`src/rtl/sts_pkg.sv`:
```
// package for the multichannel timed step sequencer
// holds the channel entry type, opcodes, state codes and sizing constants
// no dependencies
package sts_pkg;

   // default number of channel entries in the state memory
   localparam int STS_CHANNELS = 32;

   // field widths fixed by the item format
   localparam int OPCODE_W  = 2;
   localparam int CHANNEL_W = 5;
   localparam int TIME_W    = 32;
   localparam int STEP_W    = 16;
   localparam int COUNT_W   = 6;

   // item opcodes
   typedef enum logic [OPCODE_W-1:0] {
      OP_PASS    = 2'd0,
      OP_AT      = 2'd1,
      OP_BETWEEN = 2'd2
   } op_type;

   // control states
   typedef enum logic {
      ST_IDLE = 1'b0,
      ST_EXEC = 1'b1
   } state_type;

   // one channel's state, stored as one memory word
   typedef struct packed {
      logic [TIME_W-1:0] start_time;
      logic [TIME_W-1:0] acc_wait;
      logic [STEP_W-1:0] wait_step;
      logic [STEP_W-1:0] cur_step;
   } entry_type;

endpackage

```
`src/rtl/sts_state_mem.sv`:
```
// channel state memory: one write port, one read port, registered read data
// entries read as zero until first written; same-entry read and write forwards
// depends on sts_pkg
module sts_state_mem #(
   parameter int CHANNELS = sts_pkg::STS_CHANNELS,
   parameter int IDX_W    = (CHANNELS > 1) ? $clog2(CHANNELS) : 1
) (
   input  logic                clock,
   input  logic                reset,
   input  logic                rd_en,
   input  logic [IDX_W-1:0]    rd_addr,
   output sts_pkg::entry_type  rd_data,
   input  logic                wr_en,
   input  logic [IDX_W-1:0]    wr_addr,
   input  sts_pkg::entry_type  wr_data
);
   import sts_pkg::*;

   entry_type               mem [CHANNELS];
   logic [CHANNELS-1:0]     valid_ff;
   entry_type               mem_q_ff;
   logic                    mem_vld_ff;
   entry_type               byp_ff;
   logic                    byp_hit_ff;

   // storage array
   always_ff @(posedge clock) begin
      if (wr_en) begin
         mem[wr_addr] <= wr_data;
      end
   end

   // written marks, cleared by reset
   always_ff @(posedge clock) begin
      if (reset) begin
         valid_ff <= '0;
      end else if (wr_en) begin
         valid_ff[wr_addr] <= 1'b1;
      end
   end

   // registered read with write forwarding
   always_ff @(posedge clock) begin
      if (rd_en) begin
         mem_q_ff   <= mem[rd_addr];
         mem_vld_ff <= valid_ff[rd_addr];
         byp_ff     <= wr_data;
         byp_hit_ff <= wr_en && (wr_addr == rd_addr);
      end
   end

   // unwritten entries read as the reset value
   always_comb begin
      if (byp_hit_ff) begin
         rd_data = byp_ff;
      end else if (mem_vld_ff) begin
         rd_data = mem_q_ff;
      end else begin
         rd_data = '0;
      end
   end

endmodule

```
`src/rtl/sts_step_alu.sv`:
```
// per-channel update: pass-start rewind, at step and between-window step
// works on one channel entry read from the state memory
// depends on sts_pkg
module sts_step_alu (
   input  logic [1:0]          opcode,
   input  logic [31:0]         offset_us,
   input  logic [31:0]         duration_us,
   input  logic [31:0]         now_us,
   input  sts_pkg::entry_type  entry_old,
   output sts_pkg::entry_type  entry_new,
   output logic                fire
);
   import sts_pkg::*;

   logic              on_wait;
   logic [TIME_W-1:0] elapsed;
   logic [TIME_W-1:0] win_start;
   logic [TIME_W-1:0] win_end;
   logic              past_start;
   logic              past_end;

   // time arithmetic, all modulo 2^32
   always_comb begin
      on_wait    = (entry_old.wait_step == entry_old.cur_step);
      elapsed    = now_us - entry_old.start_time;
      win_start  = entry_old.acc_wait + offset_us;
      win_end    = win_start + duration_us;
      past_start = (elapsed >= win_start);
      past_end   = (elapsed >= win_end);
   end

   // entry update per opcode
   always_comb begin
      entry_new = entry_old;
      fire      = 1'b0;
      unique case (opcode)
         OP_PASS: begin
            if (on_wait) begin
               entry_new.start_time = now_us;
               entry_new.acc_wait   = '0;
               entry_new.wait_step  = '0;
            end
            entry_new.cur_step = '0;
         end
         OP_AT: begin
            if (on_wait && past_start) begin
               fire                = 1'b1;
               entry_new.acc_wait  = win_start;
               entry_new.wait_step = entry_old.wait_step + 1'b1;
            end
            entry_new.cur_step = entry_old.cur_step + 1'b1;
         end
         OP_BETWEEN: begin
            fire = on_wait && past_start && !past_end;
            if (on_wait && past_end) begin
               entry_new.wait_step = entry_old.wait_step + 1'b1;
            end
            entry_new.cur_step = entry_old.cur_step + 1'b1;
         end
         default: begin
            entry_new = entry_old;
         end
      endcase
   end

endmodule

```
`src/rtl/multichannel_timed_step_sequencer.sv`:
```
// Step item: the channel's entry is read from the state memory on acceptance, then
// updated and written back in the execute state; the result strobe is registered.
// Pass start walks n = min(channel_count, CHANNELS) entries, one entry per cycle.
// A new item may be accepted in the cycle its predecessor's result is strobed.
// Synchronous active-high reset clears control, channel_count and all channel entries
// (entries read as zero until written); no clearing pass. Results cannot be stalled.
module multichannel_timed_step_sequencer #(
   parameter int CHANNELS = sts_pkg::STS_CHANNELS,
   parameter int IDX_W    = (CHANNELS > 1) ? $clog2(CHANNELS) : 1
) (
   input  logic        clock,
   input  logic        reset,
   // item command port
   input  logic        start,
   output logic        busy,
   input  logic [1:0]  req_opcode,
   input  logic [4:0]  req_channel,
   input  logic [31:0] req_offset_us,
   input  logic [31:0] req_duration_us,
   input  logic [31:0] req_now_us,
   // result strobe
   output logic        rsp_valid,
   output logic        rsp_fire,
   // configuration write
   input  logic        csr_valid,
   output logic        csr_ready,
   input  logic [5:0]  csr_channel_count
);
   import sts_pkg::*;

   state_type          state_ff, state_in;
   logic [5:0]         count_ff;
   logic [1:0]         op_ff;
   logic               ch_ok_ff;
   logic [31:0]        offset_ff;
   logic [31:0]        duration_ff;
   logic [31:0]        now_ff;
   logic [IDX_W-1:0]   addr_ff, addr_in;
   logic [IDX_W-1:0]   last_ff, last_in;
   logic               empty_ff;
   logic               rsp_valid_ff, rsp_valid_in;
   logic               rsp_fire_ff, rsp_fire_in;

   logic               accept;
   logic               done;
   logic               req_ch_ok;
   logic               rd_en;
   logic [IDX_W-1:0]   rd_addr;
   logic               wr_en;
   entry_type          rd_data;
   entry_type          wr_data;
   logic               alu_fire;

   // channel range and last pass index
   always_comb begin
      req_ch_ok = (int'(req_channel) < CHANNELS);
      if (int'(count_ff) >= CHANNELS) begin
         last_in = IDX_W'(CHANNELS - 1);
      end else begin
         last_in = IDX_W'(count_ff - 6'd1);
      end
   end

   // sequencer next state and memory control
   always_comb begin
      state_in = state_ff;
      accept   = 1'b0;
      done     = 1'b0;
      rd_en    = 1'b0;
      rd_addr  = '0;
      wr_en    = 1'b0;
      addr_in  = addr_ff;
      unique case (state_ff)
         ST_IDLE: begin
            if (start) begin
               accept   = 1'b1;
               state_in = ST_EXEC;
               if (req_opcode == OP_PASS) begin
                  rd_en   = 1'b1;
                  rd_addr = '0;
                  addr_in = '0;
               end else begin
                  rd_en   = req_ch_ok;
                  rd_addr = IDX_W'(req_channel);
                  addr_in = IDX_W'(req_channel);
               end
            end
         end
         ST_EXEC: begin
            if (op_ff == OP_PASS) begin
               wr_en   = !empty_ff;
               done    = empty_ff || (addr_ff == last_ff);
               rd_en   = !done;
               rd_addr = addr_ff + 1'b1;
               addr_in = addr_ff + 1'b1;
            end else begin
               wr_en = ch_ok_ff && ((op_ff == OP_AT) || (op_ff == OP_BETWEEN));
               done  = 1'b1;
            end
            if (done) begin
               state_in = ST_IDLE;
            end
         end
         default: begin
            state_in = ST_IDLE;
         end
      endcase
      rsp_valid_in = done;
      rsp_fire_in  = done && wr_en && alu_fire;
   end

   // control registers
   always_ff @(posedge clock) begin
      if (reset) begin
         state_ff     <= ST_IDLE;
         count_ff     <= '0;
         rsp_valid_ff <= 1'b0;
         rsp_fire_ff  <= 1'b0;
      end else begin
         state_ff     <= state_in;
         rsp_valid_ff <= rsp_valid_in;
         rsp_fire_ff  <= rsp_fire_in;
         if (csr_valid && csr_ready) begin
            count_ff <= csr_channel_count;
         end
      end
   end

   // item payload and walk index
   always_ff @(posedge clock) begin
      addr_ff <= addr_in;
      if (accept) begin
         op_ff       <= req_opcode;
         ch_ok_ff    <= req_ch_ok;
         offset_ff   <= req_offset_us;
         duration_ff <= req_duration_us;
         now_ff      <= req_now_us;
         last_ff     <= last_in;
         empty_ff    <= (count_ff == 6'd0);
      end
   end

   sts_state_mem #(
      .CHANNELS (CHANNELS),
      .IDX_W    (IDX_W)
   ) u_mem (
      .clock    (clock),
      .reset    (reset),
      .rd_en    (rd_en),
      .rd_addr  (rd_addr),
      .rd_data  (rd_data),
      .wr_en    (wr_en),
      .wr_addr  (addr_ff),
      .wr_data  (wr_data)
   );

   sts_step_alu u_alu (
      .opcode      (op_ff),
      .offset_us   (offset_ff),
      .duration_us (duration_ff),
      .now_us      (now_ff),
      .entry_old   (rd_data),
      .entry_new   (wr_data),
      .fire        (alu_fire)
   );

   // ports
   assign busy      = (state_ff != ST_IDLE);
   assign csr_ready = (state_ff == ST_IDLE);
   assign rsp_valid = rsp_valid_ff;
   assign rsp_fire  = rsp_fire_ff;

endmodule

```
`config.mk`:
```
export PLATFORM = sky130hd
export DESIGN_NAME = multichannel_timed_step_sequencer
export DESIGN_NICKNAME = d
export VERILOG_FILES = /design/src/rtl/sts_pkg.sv /design/src/rtl/sts_state_mem.sv /design/src/rtl/sts_step_alu.sv /design/src/rtl/multichannel_timed_step_sequencer.sv
export SDC_FILE = /design/constraint.sdc
export NUM_CORES = 2
export LEC_CHECK = 0
export ABC_AREA = 1
export BUFFER_PORTS_ARGS = -buffer_cell sky130_fd_sc_hd__buf_2
export CORE_MARGIN = 3
export CORE_UTILIZATION = 35
export DETAILED_ROUTE_END_ITERATION = 7
export SKIP_CTS_REPAIR_TIMING = 1
export SLEW_MARGIN = 20
export SYNTH_ARGS = -nofsm -noshare
export SYNTH_HDL_FRONTEND = slang
export SYNTH_SLANG_ARGS = --single-unit
```
`constraint.sdc`:
```
create_clock -name clock -period 21.4 [get_ports clock]
set_input_delay 2.14 -clock clock [delete_from_list [all_inputs] [get_ports clock]]
set_output_delay 2.14 -clock clock [all_outputs]
set_load 0.02 [all_outputs]
```
Yosys cells after proc, flatten, opt, wreduce, memory -nomap -nowiden
Memory sizes are Yosys's and may differ from the RTL's. A register that Yosys moved wholly into a read port is not among the register bits.
Index checks and enable logic that the tools add are counted.
{"block": "word_totals", "regBits": 248, "ramBits": 3072, "inputBits": 113, "word_cells": 92, "mem_count": 1}
{"block": "op_classes", "addsub": 7, "n_lt_le_gt_ge": 6, "eq_ne": 7, "muxes": 34, "bitwise": 2, "reduce_logical": 17}
{"memory": "u_mem.mem", "depth": 32, "width": 96, "rd": 1, "rd_ports_with_merged_regs": 1, "wr": 1, "line_no": "sts_state_mem.sv:19", "rtl": "entry_type mem [CHANNELS];"}
{"cell": "$mux 96", "count": 2}
{"cell": "$pmux 32 s3", "count": 1}
{"cell": "$mux 80", "count": 1}
{"cell": "$add 32x32->32", "count": 2}
{"cell": "$ge 32x32->1", "count": 2}
{"cell": "$pmux 32 s2", "count": 1}
{"cell": "$mux 48", "count": 1}
{"cell": "$add 16x1->16 const B", "count": 2}
{"cell": "$mux 32", "count": 1}
{"cell": "$or 32x32->32", "count": 1}
{"cell": "$sub 32x32->32", "count": 1}
{"cell": "$mux 5", "count": 5}
{"cell": "$pmux 5 s2", "count": 2}
{"cell": "$eq 16x16->1", "count": 1}
{"cell": "$mux 16", "count": 1}
{"cell": "$mux 1", "count": 14}
{"cell": "$lt 5x6->1 const B", "count": 2}
{"cell": "$eq 5x5->1", "count": 2}
{"cell": "$logic_and 1x1->1", "count": 8}
{"cell": "$ge 6x6->1 const B", "count": 1}
{"cell": "$logic_not 6->1", "count": 1}
{"cell": "$pmux 1 s2", "count": 3}
{"cell": "$add 5x1->5 const B", "count": 1}
{"cell": "$bmux 1 s5", "count": 1}
{"cell": "other kinds (12)", "count": 16}

Depth between registers and ports, before layout
{"block": "depth", "word_depth": 9, "ltp_mapped": 44}

By module
Synthesis repeated with hierarchy kept, for this count alone.
{"block": "unflattened", "cells_unflattened": 12573, "area_unflattened_um2": 144900.2}
{"mod": "sts_state_mem", "instances": 1, "cells_per_inst": 10663, "area_per_inst_um2": 131347.2, "seq_area_each_um2": 98714.7}
{"mod": "sts_step_alu", "instances": 1, "cells_per_inst": 1684, "area_per_inst_um2": 9545.4, "seq_area_each_um2": 0.0}
{"mod": "multichannel_timed_step_sequencer", "instances": 1, "cells_per_inst": 226, "area_per_inst_um2": 4007.6, "seq_area_each_um2": 3453.3}

Least setup slack after synthesis
Ideal clock, no wire load.
{"block": "synth_path", "path_kind": "register to register", "startpoint": "register state_ff (netlist: busy)", "endpoint": "register u_mem.byp_ff[0] (netlist name) (enable)", "arrival_time_ns": 14.616, "required_time_ns": 20.381, "setup_slack_ns": 5.765, "path_stages_with_launch": 5, "n_path_buf": 2, "synth_period_minus_slack_ns": 15.635, "path_cell_list": "dfxtp_1 clkbuf_2 inv_1 clkbuf_1 o21ai_0"}
{"block": "synth_between", "elab_chain_len": 2}
{"element": "from (decl)", "line_no": "multichannel_timed_step_sequencer.sv:31", "rtl": "state_type state_ff, state_in;"}
{"element": "from (signal assigned)", "line_no": "multichannel_timed_step_sequencer.sv:120", "rtl": "state_ff <= state_in;"}
{"element": "$not 1->1"}
{"element": "named net csr_ready", "line_no": "multichannel_timed_step_sequencer.sv:26", "rtl": "output logic csr_ready,"}
{"element": "$pmux 1 s2", "line_no": "multichannel_timed_step_sequencer.sv:73", "rtl": "unique case (state_ff)"}
{"element": "named net rd_en", "line_no": "multichannel_timed_step_sequencer.sv:47", "rtl": "logic rd_en;"}
{"element": "to (signal assigned)", "line_no": "sts_state_mem.sv:47", "rtl": "byp_ff <= wr_data;"}
{"element": "to (decl)", "line_no": "sts_state_mem.sv:23", "rtl": "entry_type byp_ff;"}
The timed path passes the listed nets, and every way through them passes these cells.
A chain may end at the register's enable or synchronous reset.

==> impl_metrics.env <==
export IMPL_met1_length_microns=182000
export IMPL_synth_area_sq_um=141000
export IMPL_p_sw_share_pct=25.6
export IMPL_die_y_microns=640
export IMPL_critPathKind="register to register"
export IMPL_drtAntennaViolNets=0
export IMPL_hold_class="register to register"
export IMPL_maxCapViolations=0
export IMPL_cts_tree="built"
export IMPL_dieArea_sq_um=410000
export IMPL_p_clk_share_pct=38.7
export IMPL_syn_nets=11785
export IMPL_ys_seq_elements=3416
export IMPL_p_total_mw=15.6
export IMPL_hpwl_microns=218000
export IMPL_fin_skew_ns=0.0517
export IMPL_synth_area_leaders="edfxtp_1, o21ai_0, nor2_1"
export IMPL_die_width_microns=640
export IMPL_grt_max_degree=211
export IMPL_worst_path_most_repeated_cell="nand2_1"
export IMPL_synth_ff_type="edfxtp_1"
export IMPL_drtIter0Drc=12010
export IMPL_pwr_share_seq_pct=49.1
export IMPL_cp_max_fo=33
export IMPL_num_vias=94999
export IMPL_p_leak_nw=53.8
export IMPL_period_share_pct=44.4
export IMPL_design_core_area_sq_um=400000
export IMPL_reg2reg_slack_ns=11.89
export IMPL_grt_setup_unrepaired="no"
export IMPL_cp_start_kind="register"
export IMPL_cts_inserted_buffers=355
export IMPL_finalWirelength_microns=428000
export IMPL_ir_worst_vdd_v=0.0000682
export IMPL_grt_pass1_vias=88385
export IMPL_fin_crit_ns=9.51
export IMPL_hold_depth=2
export IMPL_worst_pin_slew_ns=1.22
export IMPL_hold_viol=0
export IMPL_cp_required_ns=21.97
export IMPL_end_kind="register"
export IMPL_antenna_found_initial=18
export IMPL_async_reset_ff_share_pct=0
export IMPL_slowest_delay_ns=0.91
export IMPL_nets=11778
export IMPL_synth_edf_count=3375
export IMPL_utilization_pct=39.8
export IMPL_wl_per_cell_microns=25.1
export IMPL_synth_distinct_cells=52
export IMPL_finalSetupViolCount=0
export IMPL_grtUsageTotal_pct=20.1
export IMPL_critPathSlowestCell="edfxtp_1"
export IMPL_overflow=0
export IMPL_fin_tns_setup_ns=0
export IMPL_synth_top_cell_area_share_pct=72.0
export IMPL_path_clk_slew_ns=0.06
export IMPL_fmax_mhz=105
export IMPL_reg2reg_depth=35
export IMPL_clock_latency_ns=0.95
export IMPL_netlist_top_cells_count="edfxtp_1, nor2_1, o21ai_0"
export IMPL_p_sw_mw=3.99
export IMPL_cts_root_buf="clkbuf_16"
export IMPL_synth_most_common_cell="edfxtp_1"
export IMPL_syn2layout_area_growth_pct=13.2
export IMPL_ios=117
export IMPL_syn_inst=11498
export IMPL_cell_internal_pwr_mw=11.6
export IMPL_drive_gt1_share_pct=8.57
export IMPL_outcome="finished, final reports clean"
export IMPL_whs_endpoint="u_mem.valid_ff[10]$_SDFFE_PP0P_"
export IMPL_ys_seq_area_share_pct=72.6
export IMPL_relSlewSlack_pct=18.5
export IMPL_met3WireLength_microns=37300
export IMPL_htree_levels=5
export IMPL_grt_pass1_wl_microns=616000
export IMPL_yosysWarnings=0
export IMPL_gp_congestion=0.891
export IMPL_initial_core_util_pct=35.2
export IMPL_top_layer="met5"
export IMPL_fin_cells=17046
export IMPL_regToRegStartpoint="u_mem.mem_vld_ff$_DFFE_PP_"
export IMPL_pwr_density_cell_nw_per_um2=97.6
export IMPL_avgSynthCellArea_sq_um=12.2
export IMPL_slew_violations=0
export IMPL_drc_errors=0
export IMPL_met2_length_microns=197000
export IMPL_dr_pass1_iters=6
export IMPL_clockBufferDepth=4
export IMPL_min_from="u_mem.valid_ff[10]$_SDFFE_PP0P_"
export IMPL_synth_area_leader_cell="edfxtp_1"
export IMPL_dp_cells=16398
export IMPL_arrival_ns=10.08
export IMPL_clock_sinks=3416
export IMPL_rows=232
export IMPL_io_buffers=116
export IMPL_comb_power_share_pct=12.2
export IMPL_via_per_inst=5.57
export IMPL_rr_endpoint="u_mem.mem[26][25]$_DFFE_PP_"
==> stage by stage <==
| stage | hold WS [ns] | instance area, sq um | setup slack [ns] |
|---|---|---|---|
| finish | 0.463 | 159000 | 11.89 |
| global route | 0.485 | 159000 | 11.18 |
| CTS | 0.466 | 159000 | 12.03 |
| detailed placement | 0.454 | 148000 | 12.08 |
| global placement | 0.444 | 148000 | 11.99 |
| floorplan | 0.435 | 141000 | 5.77 |
==> worst max-delay path by stage <==
stage	slack, ns	depth (start not counted)	startpoint	end
2_1_floorplan	5.77	4	busy$_SDFF_PP0_	u_mem.byp_ff[0]$_DFFE_PP_
3_3_place_gp	11.99	35	u_mem.mem_vld_ff$_DFFE_PP_	u_mem.mem[28][28]$_DFFE_PP_
3_5_place_dp	12.08	35	u_mem.mem_vld_ff$_DFFE_PP_	u_mem.mem[31][28]$_DFFE_PP_
4_1_cts	12.03	35	u_mem.mem_vld_ff$_DFFE_PP_	u_mem.mem[8][28]$_DFFE_PP_
5_1_grt	11.18	35	u_mem.mem_vld_ff$_DFFE_PP_	u_mem.mem[18][25]$_DFFE_PP_
6_report	11.89	35	u_mem.mem_vld_ff$_DFFE_PP_	u_mem.mem[26][25]$_DFFE_PP_
==> critical path, delay by kind of cell (launching register included) <==
family | cells | cell delay [ns]
AND/OR/NAND/NOR | 19 | 3.94
AO/OA/AOI/OAI | 8 | 2.04
adder cells (fa/ha/maj) | 4 | 1.16
XOR/XNOR | 1 | 0.36
flip-flops | 1 | 0.91
buffers and inverters | 3 | 0.67
==> power by group through the flow <==
stage                     clock network, mW  registers [mW]  logic (mW)
final                                  6.03            7.64        1.90
after global routing                   6.37            7.64        2.11
after CTS                              6.11            7.64        1.89
after detailed placement                  0            7.77        1.88
after global placement                    0            7.78        1.88
after floorplan                           0            7.77        1.22
==> layout make-up <==
| type | count | area (sq um) |
|---|---|---|
| Fill cell | 37408 | 241000 |
| Sequential cell | 3416 | 102000 |
| Multi-Input combinational cell | 7094 | 35600 |
| Clock buffer | 435 | 9360 |
| Tap cell | 5265 | 6590 |
| Timing Repair Buffer | 353 | 2700 |
| Clock inverter | 209 | 1870 |
| Inverter | 271 | 1060 |
| Antenna cell | 3 | 7.51 |
==> metal layers <==
layer / track usage, % / vias up
li1: - / 42102
met4: 5.73 / 4
met2: 32.2 / 4374
met5: 0 / -
met3: 2.69 / 647
met1: 28.6 / 47872
==> placed cells by master (no fill, tap or decap), drive strengths merged, types with 23 or more instances in the layout <==
cell type / n
clkinv: 164
clkbuf: 435
buf: 353
inv: 282
nand2: 1382
nor3: 32
nor2: 1886
ha: 171
o22ai: 804
a21o: 23
o21ai: 1681
bufinv: 29
dfxtp: 41
a22oi: 58
xor2: 62
nand3: 651
a21oi: 184
edfxtp: 3375
xnor2: 33
==> sequential cells by signal, summed over array words and instances, names as in the netlist, 6 cells and up <==
name / count
count_ff: 6
duration_ff: 32
now_ff: 32
offset_ff: 32
u_mem.byp_ff: 96
u_mem.mem: 3072
u_mem.mem_q_ff: 96
u_mem.valid_ff: 32
==> kinds of logic (layout without fill, tap and decap cells) <==
logic type      Yosys count  count (layout)  share of synthesized area (%)
xor+xnor                 95              95                          0.591
fa+ha+maj               174             174                           1.56
buf+inv                 988            1268                           2.75
other cells               0               3                              0
simple gates           4004            4004                           11.5
flops                  3416            3416                           72.6
compound gates         2821            2821                           11.1
Power figures use the tool's default switching activity.
